File: src/rtl/jhrs_pkg.sv
// Package with the payload types and constants of the jump hash replica selector.
`timescale 1ns / 1ps
package jhrs_pkg;

  localparam int MAX_BUCKETS_DEF = 32;
  localparam int BUCKET_W        = 5;
  localparam int CFG_W           = 6;
  localparam int KEY_W           = 64;
  localparam int HALF_W          = 32;

  localparam logic [CFG_W-1:0] BUCKET_COUNT_RST = CFG_W'(1);

  localparam logic [KEY_W-1:0] JUMP_MULT     = 64'd2862933555777941757;
  localparam logic [KEY_W-1:0] SCRAMBLE_MULT = 64'd2685821657736338717;

  localparam int JUMP_SHIFT = 31;
  localparam int KEY_SHIFT  = 33;
  localparam int XS_A       = 12;
  localparam int XS_B       = 25;
  localparam int XS_C       = 27;

  typedef struct packed {
    logic [KEY_W-1:0] key_hash;
    logic [CFG_W-1:0] replica_count;
  } in_beat_t;

  typedef struct packed {
    logic [BUCKET_W-1:0] bucket;
    logic                last;
  } out_beat_t;

endpackage

File: src/rtl/jump_hash_replica_select.sv
// Top level of the jump hash replica selector.
`timescale 1ns / 1ps
// Usage: write the bucket count on the cfg_ channel (cfg_ready is always high) while the
// block is idle. Each input beat carries a 64-bit key hash and a replica count. The block
// answers with min(replica_count, bucket_count, MAX_BUCKETS) output beats, each naming a distinct bucket,
// with last set on the final one; a zero count on either side gives no output at all.
// One pick runs the jump hash loop; every jump iteration costs one 64-bit multiply done as
// four passes through a single 32x32 multiplier, the setup states JSET and DINIT, and a
// restoring divide that retires one quotient bit per cycle. A pick takes roughly ln(n)+1
// iterations over the n buckets still left, then emits the result, rescrambles the key
// (another four-pass multiply) and patches the remaining list in its memory.
// The remaining list is a memory with one valid bit per entry; an entry never written since
// the item began reads as its own index, so no clearing pass is needed.
// in_stall is high from the accepted beat until the last result has been placed in the
// output register; a result waiting there under out_stall only holds the block when the
// next result is ready. Reset (rst_n low, synchronous) sets the bucket count to 1 and
// drops any item in flight and any pending output beat.
module jump_hash_replica_select #(
  parameter int MAX_BUCKETS = jhrs_pkg::MAX_BUCKETS_DEF
) (
  input  logic                          clk,
  input  logic                          rst_n,
  input  logic                          in_valid,
  output logic                          in_stall,
  input  jhrs_pkg::in_beat_t            in_data,
  output logic                          out_valid,
  input  logic                          out_stall,
  output jhrs_pkg::out_beat_t           out_data,
  input  logic                          cfg_valid,
  output logic                          cfg_ready,
  input  logic [jhrs_pkg::CFG_W-1:0]    cfg_bucket_count
);
  import jhrs_pkg::*;

  localparam int CNT_W  = $clog2(MAX_BUCKETS + 1);
  localparam int IDX_W  = (MAX_BUCKETS > 1) ? $clog2(MAX_BUCKETS) : 1;
  localparam int NUM_W  = CNT_W + JUMP_SHIFT;
  localparam int DCNT_W = $clog2(NUM_W + 1);
  localparam int CMP_W  = (CNT_W > CFG_W) ? CNT_W : CFG_W + 1;

  typedef enum logic [3:0] {
    IDLE, JMUL, JSET, DINIT, JDIV, JCHK, RDJ, EMIT, SCR, SMUL, SSET, RDL, WRB
  } state_t;

  state_t               state_r;
  logic [CFG_W-1:0]     bucket_count_r;
  logic [CNT_W-1:0]     count_r;
  logic [CNT_W-1:0]     total_r;
  logic [CNT_W-1:0]     emitted_r;
  logic [CNT_W-1:0]     b_r;
  logic [KEY_W-1:0]     work_key_r;
  logic [KEY_W-1:0]     jkey_r;
  logic [KEY_W-1:0]     acc_r;
  logic [KEY_W-1:0]     prod_r;
  logic [1:0]           ph_r;
  logic [NUM_W-1:0]     n_r;
  logic [HALF_W-1:0]    rem_r;
  logic [HALF_W-1:0]    d_r;
  logic [DCNT_W-1:0]    dcnt_r;
  logic [MAX_BUCKETS-1:0] vld_r;
  logic                 out_valid_r;
  out_beat_t            out_data_r;

  logic [BUCKET_W-1:0]  mem [MAX_BUCKETS];
  logic [BUCKET_W-1:0]  mem_q_r;
  logic                 vld_q_r;
  logic [IDX_W-1:0]     idx_q_r;

  logic [CNT_W-1:0]     nb;
  logic [CNT_W-1:0]     total;
  logic [IDX_W-1:0]     rd_addr;
  logic [BUCKET_W-1:0]  lval;
  logic [KEY_W-1:0]     mul_src;
  logic [KEY_W-1:0]     mul_cst;
  logic [HALF_W-1:0]    mul_a;
  logic [HALF_W-1:0]    mul_b;
  logic [HALF_W:0]      div_t;
  logic                 div_ge;
  logic [KEY_W-1:0]     xs1;
  logic [KEY_W-1:0]     xs2;
  logic [KEY_W-1:0]     key_xs_nxt;
  logic                 in_acc;
  logic                 out_load;
  logic                 last_pick;

  assign cfg_ready = 1'b1;
  assign in_stall  = (state_r != IDLE);
  assign in_acc    = in_valid && !in_stall;
  assign out_valid = out_valid_r;
  assign out_data  = out_data_r;

  // Effective bucket count saturates at the list depth.
  always_comb begin
    if (CMP_W'(bucket_count_r) >= CMP_W'(MAX_BUCKETS)) begin
      nb = CNT_W'(MAX_BUCKETS);
    end else begin
      nb = CNT_W'(bucket_count_r);
    end
    if (CMP_W'(in_data.replica_count) < CMP_W'(nb)) begin
      total = CNT_W'(in_data.replica_count);
    end else begin
      total = nb;
    end
  end

  // The picked slot stays addressed while its result waits for the output register.
  assign rd_addr = ((state_r == RDJ) || (state_r == EMIT)) ? b_r[IDX_W-1:0]
                                                           : count_r[IDX_W-1:0];
  assign lval    = vld_q_r ? mem_q_r : BUCKET_W'(idx_q_r);

  // Shared 32x32 multiplier; the low 64 bits of a 64x64 product take four passes.
  assign mul_src = (state_r == SMUL) ? work_key_r : jkey_r;
  assign mul_cst = (state_r == SMUL) ? SCRAMBLE_MULT : JUMP_MULT;
  always_comb begin
    case (ph_r)
      2'd1: begin
        mul_a = mul_src[KEY_W-1:HALF_W];
        mul_b = mul_cst[HALF_W-1:0];
      end
      2'd2: begin
        mul_a = mul_src[HALF_W-1:0];
        mul_b = mul_cst[KEY_W-1:HALF_W];
      end
      default: begin
        mul_a = mul_src[HALF_W-1:0];
        mul_b = mul_cst[HALF_W-1:0];
      end
    endcase
  end

  assign div_t  = {rem_r, n_r[NUM_W-1]};
  assign div_ge = (div_t >= {1'b0, d_r});

  assign xs1        = work_key_r ^ (work_key_r >> XS_A);
  assign xs2        = xs1 ^ (xs1 << XS_B);
  assign key_xs_nxt = xs2 ^ (xs2 >> XS_C);

  assign out_load  = (state_r == EMIT) && (!out_valid_r || !out_stall);
  assign last_pick = ((emitted_r + CNT_W'(1)) == total_r);

  always_ff @(posedge clk) begin
    prod_r <= mul_a * mul_b;
    if (state_r == WRB) begin
      mem[b_r[IDX_W-1:0]] <= lval;
    end
    mem_q_r <= mem[rd_addr];
    vld_q_r <= vld_r[rd_addr];
    idx_q_r <= rd_addr;
  end

  always_ff @(posedge clk) begin
    if (!rst_n) begin
      state_r        <= IDLE;
      bucket_count_r <= BUCKET_COUNT_RST;
      out_valid_r    <= 1'b0;
      vld_r          <= '0;
      ph_r           <= 2'd0;
      count_r        <= '0;
      work_key_r     <= '0;
    end else begin
      if (cfg_valid && cfg_ready) begin
        bucket_count_r <= cfg_bucket_count;
      end
      if (out_valid_r && !out_stall && !out_load) begin
        out_valid_r <= 1'b0;
      end
      case (state_r)
        IDLE: begin
          if (in_acc) begin
            work_key_r <= in_data.key_hash;
            jkey_r     <= in_data.key_hash;
            count_r    <= nb;
            total_r    <= total;
            emitted_r  <= '0;
            b_r        <= '0;
            vld_r      <= '0;
            ph_r       <= 2'd0;
            if (total != '0) begin
              state_r <= JMUL;
            end
          end
        end
        JMUL, SMUL: begin
          ph_r <= ph_r + 2'd1;
          if (ph_r == 2'd1) begin
            acc_r <= prod_r;
          end else if (ph_r != 2'd0) begin
            acc_r[KEY_W-1:HALF_W] <= acc_r[KEY_W-1:HALF_W] + prod_r[HALF_W-1:0];
          end
          if (ph_r == 2'd3) begin
            state_r <= (state_r == SMUL) ? SSET : JSET;
          end
        end
        JSET: begin
          jkey_r  <= acc_r + KEY_W'(1);
          state_r <= DINIT;
        end
        DINIT: begin
          d_r     <= HALF_W'(jkey_r[KEY_W-1:KEY_SHIFT]) + HALF_W'(1);
          n_r     <= NUM_W'(b_r + CNT_W'(1)) << JUMP_SHIFT;
          rem_r   <= '0;
          dcnt_r  <= '0;
          state_r <= JDIV;
        end
        JDIV: begin
          rem_r  <= div_ge ? HALF_W'(div_t - {1'b0, d_r}) : HALF_W'(div_t);
          n_r    <= {n_r[NUM_W-2:0], div_ge};
          dcnt_r <= dcnt_r + DCNT_W'(1);
          if (dcnt_r == DCNT_W'(NUM_W - 1)) begin
            state_r <= JCHK;
          end
        end
        JCHK: begin
          // The quotient is the next jump target; stop once it leaves the bucket range.
          if (n_r < NUM_W'(count_r)) begin
            b_r     <= n_r[CNT_W-1:0];
            ph_r    <= 2'd0;
            state_r <= JMUL;
          end else begin
            state_r <= RDJ;
          end
        end
        RDJ: begin
          state_r <= EMIT;
        end
        EMIT: begin
          if (out_load) begin
            out_valid_r       <= 1'b1;
            out_data_r.bucket <= lval;
            out_data_r.last   <= last_pick;
            emitted_r         <= emitted_r + CNT_W'(1);
            state_r           <= last_pick ? IDLE : SCR;
          end
        end
        SCR: begin
          work_key_r <= key_xs_nxt;
          ph_r       <= 2'd0;
          state_r    <= SMUL;
        end
        SSET: begin
          work_key_r <= acc_r;
          count_r    <= count_r - CNT_W'(1);
          state_r    <= RDL;
        end
        RDL: begin
          state_r <= WRB;
        end
        WRB: begin
          // The last remaining bucket moves into the slot just picked.
          vld_r[b_r[IDX_W-1:0]] <= 1'b1;
          jkey_r  <= work_key_r;
          b_r     <= '0;
          ph_r    <= 2'd0;
          state_r <= JMUL;
        end
        default: begin
          state_r <= IDLE;
        end
      endcase
    end
  end

  a_count_nonzero: assert property (@(posedge clk) disable iff (!rst_n)
    (state_r != IDLE) |-> (count_r != '0))
    else $error("remaining count reached zero during an item");

  a_pick_in_range: assert property (@(posedge clk) disable iff (!rst_n)
    (state_r == RDJ) |-> (b_r < count_r))
    else $error("picked slot beyond the remaining buckets");

  a_divisor_nonzero: assert property (@(posedge clk) disable iff (!rst_n)
    (state_r == JDIV) |-> (d_r != '0))
    else $error("jump divisor is zero");

  a_last_ends_item: assert property (@(posedge clk) disable iff (!rst_n)
    (out_load && last_pick) |=> (state_r == IDLE && out_valid_r && out_data_r.last))
    else $error("final result did not end the item");

  a_emitted_bound: assert property (@(posedge clk) disable iff (!rst_n)
    (state_r == EMIT) |-> (emitted_r < total_r))
    else $error("more results than requested");

endmodule

File: config.mk
export PLATFORM = sky130hd
export DESIGN_NAME = jump_hash_replica_select
export DESIGN_NICKNAME = d
export VERILOG_FILES = /design/src/rtl/jhrs_pkg.sv /design/src/rtl/jump_hash_replica_select.sv
export SDC_FILE = /design/constraint.sdc
export NUM_CORES = 2
export LEC_CHECK = 0
export BUFFER_PORTS_ARGS = -buffer_cell sky130_fd_sc_hd__buf_2
export CORE_UTILIZATION = 43
export DETAILED_ROUTE_END_ITERATION = 6
export GPL_TIMING_DRIVEN = 0
export PLACE_DENSITY = 0.69
export SLEW_MARGIN = 20
export SYNTH_ARGS = -nofsm -noshare
export SYNTH_HDL_FRONTEND = slang
export SYNTH_SLANG_ARGS = --single-unit
File: constraint.sdc
create_clock -name clk -period 10.3 [get_ports clk]
set_clock_uncertainty 0.15 [all_clocks]
set_input_delay 0 -clock clk [delete_from_list [all_inputs] [get_ports clk]]
set_output_delay 0 -clock clk [all_outputs]
set_load 0.01 [all_outputs]
==> impl_results.md <==
* Worst slew margin relative to its limit at about a fifth
* Worst-Margin Slew at 1.22 ns
* 1st-iter DRT viols at 6046
* Global route overflow at 0
* Synth area leaders: fa_1 (26%), edfxtp_1 (20%), ha_1 (9.1%)
* Ys flop type: edfxtp_1
* Yosys warns at 0
* Worst reg2reg setup slack at 0.15 ns
* Routed WL per cell at between 20 and 30 µm
* Fill cell count at approximately 13000
* CP required at 10.71 ns
* PnR worst setup slack at 0.152 ns
* Hold Path Depth at 4
* Max Cap Viol at 0
* Post-Syn Nets at 7638
* Die width at 381 µm
* RSZ-0062 raised after global routing: yes
* Routed vias at roughly 50000
* Maximum buffer depth of the clock tree at 3
* CP Launch Point: state_r[1]
* Share of cells above drive strength 1 at 7.92%
* Worst Hold End: jkey_r[56]
* Crit path kind: flip-flop to flip-flop
* Crit path buf inv count at 7
* Sequential area share after synthesis at 26.5%
* Setup_tns at 0 ns
* CTS tree: built
* Core area at 142000 µm²
* Mapped Area at between 60000 and 70000 µm²
* Most Frequent Cell on Critical Path: fa_1
* Global-route wire length before repair at 332 mm
* Avg Synthesized Cell Area at between 9 and 10 µm²
* Worst Path Arrival at 10.56 ns
* TritonRoute pass-1 iters at 7
* Setup violations, final at 0
* TritonCTS buffer count at 66
* Vias/cell at between 5 and 6
* Initial antenna violation count at 12
* Min-Delay Path Class: primary input to flip-flop
* Reg-to-reg endpoint: prod_r[63]
* Vias in the first global route at 49300
* Fin crit share at 98.5%
* Synth cell count leaders: inv_1 (1125), fa_1 (790), nand2_1 (624)
* Endpoint class of the critical path: flip-flop
* Detail Placement HPWL at 189 mm
* Final core occ at 48.6%
* EDFF count, synth at approximately 420
* Area Growth Syn to Fin at 11.7%
* Async S/R FF share, synth at 0%
* DRC viols at 1
* Worst slack at placement at -2.21 ns
* Top Ports at 90
* Count leader, synth: inv_1
* Multi-input gate area at 40800 µm²
* GPL Wtd Cong at between 1 and 1.5
* CP max-delay cell: fa_1
* Status: finished with violations
* Final WL at 230 mm
* CTS Sinks at 609
* Clk pin slew, worst setup/hold paths at roughly 0.07 ns
* Reg2reg path depth at 28
* Root Buffer: clkbuf_16
* Post-route minimum period at 10.15 ns
* Register Area at 16400 µm²
* Max incr delay on CP at 0.70 ns
* Starting Density at a little over two fifths
* DIE AREA at 145000 µm²
* Critical Path Start Type: flip-flop
* Top cell type's share of synthesized area at 25.6%
* Die Height at 381 µm
* Latest clock arrival within the worst-skew pair at 0.65 ns
* Remaining antenna violation count at 0
* Num rows at about 140
* Gate Count Post-Synth at 6319
* Largest net degree at the start of global routing at 39
* # port buffers at 86
* Cell variety after synth at between 90 and 100
* Max FO, Critical Path at 10
* Fmax at 98.5 MHz
* Delay-heaviest family, CP: adder cells
* Yosys top cell by area: fa_1
* Pins Over Slew Limit at 0
* Final Hold Vio Count at 0
* FF+latch count, synth at 609
* FF-to-FF Start: state_r[1]
* GR Util All Layers at 31.4%
* Failing checks: DRC
* Hold Startpoint: in_data[62]
* Nets@finish at 7907
* H-Tree Depth at 3
## per-layer routing
metal	up-vias	share of wire (%)	wire, µm	global-route usage, %
met5	-	0.037	84	0
met4	12	6.9	15900	17.5
met3	763	11	24400	7.82
met2	2893	44	102000	48.8
met1	24300	38	87800	40.0
li1	21300	-	-	-
## state kept, by name, summed over array words and instances (netlist names), 37 cells and up
signal	count
mem	160
acc_r	64
jkey_r	64
prod_r	64
work_key_r	64
n_r	37
## placed cells by master, fill, tap and decap left out, types with 79 or more instances in the layout
cell              n
fa_1            783
nand3_1          81
mux2i_1          83
dfxtp_1         190
edfxtp_1        419
nand2_1         599
ha_1            444
a21oi_1         199
o21ai_0         273
clkbuf_1        175
buf_2           117
nor2_1          362
dlygate4sd3_1    90
xor2_1          131
xnor2_1         259
inv_1          1120
and2_1           79
a22oi_1          95
## what timing repair did
item                                    in CTS  in global routing
pin swaps                                    3                 11
hold buffers                                90                  0
buffers inserted                             9                 27
endpoints found under the setup margin      46                 20
cloned                                       0                  0
gates resized for setup                    162                110
endpoints found under the hold margin      169                  0
## final cells by class
| class | instances | share of cell area (%) |
|---|---|---|
| timing repair buffer | 219 | 2.59 |
| sequential | 609 | 23.7 |
| clock inverter | 33 | 0.615 |
| antenna | 4 | 0.0145 |
| multi-input combinational | 4308 | 59.0 |
| inverter | 1128 | 6.16 |
| clock buffer | 88 | 2.71 |
| buffer | 256 | 1.71 |
| tap | 1890 | 3.43 |
## how the worst max path moves through the flow
stage,to,slack (ns),depth (start not counted)
after global routing,prod_r[63],-0.02,31
after detailed placement,prod_r[54],-2.21,29
after global placement,prod_r[63],-2.30,31
final,prod_r[63],0.15,28
after floorplan,prod_r[63],1.29,34
after CTS,prod_r[54],0.03,32
## cells by family (layout without fill, tap and decap cells)
family / after synthesis / in the layout / synth area share [%]
AND/OR/NAND/NOR: 1509 / 1509 / 11.0
buffers and inverters: 1402 / 1724 / 8.59
other: 1 / 5 / 0.00607
AO/OA/AOI/OAI: 1046 / 1046 / 11.1
adder cells (fa/ha/maj): 1238 / 1238 / 34.7
XOR/XNOR: 390 / 390 / 5.53
flip-flops: 609 / 609 / 26.5
multiplexers: 124 / 124 / 2.60
## tightest hold or removal path: stages
cell and delay, ns:
dlygate4sd3_1 0.52, buf_2 0.12, a22oi_1 0.06, o21ai_0 0.07
## through the flow
| stage | std cells | hold WS, ns | area, µm² |
|---|---|---|---|
| 2_1_floorplan | 6319 | -0.0213 | 61800 |
| 3_3_place_gp | 8295 | 0.0752 | 64600 |
| 3_5_place_dp | 8302 | 0.0832 | 64800 |
| 4_1_cts | 8512 | 0.0528 | 68500 |
| 5_1_grt | 8531 | 0.0954 | 69000 |
| 6_report | 8535 | 0.0735 | 69000 |
Power is not shown: default switching activity piles up to over one toggle a cycle in this logic, so the estimate is an artifact.
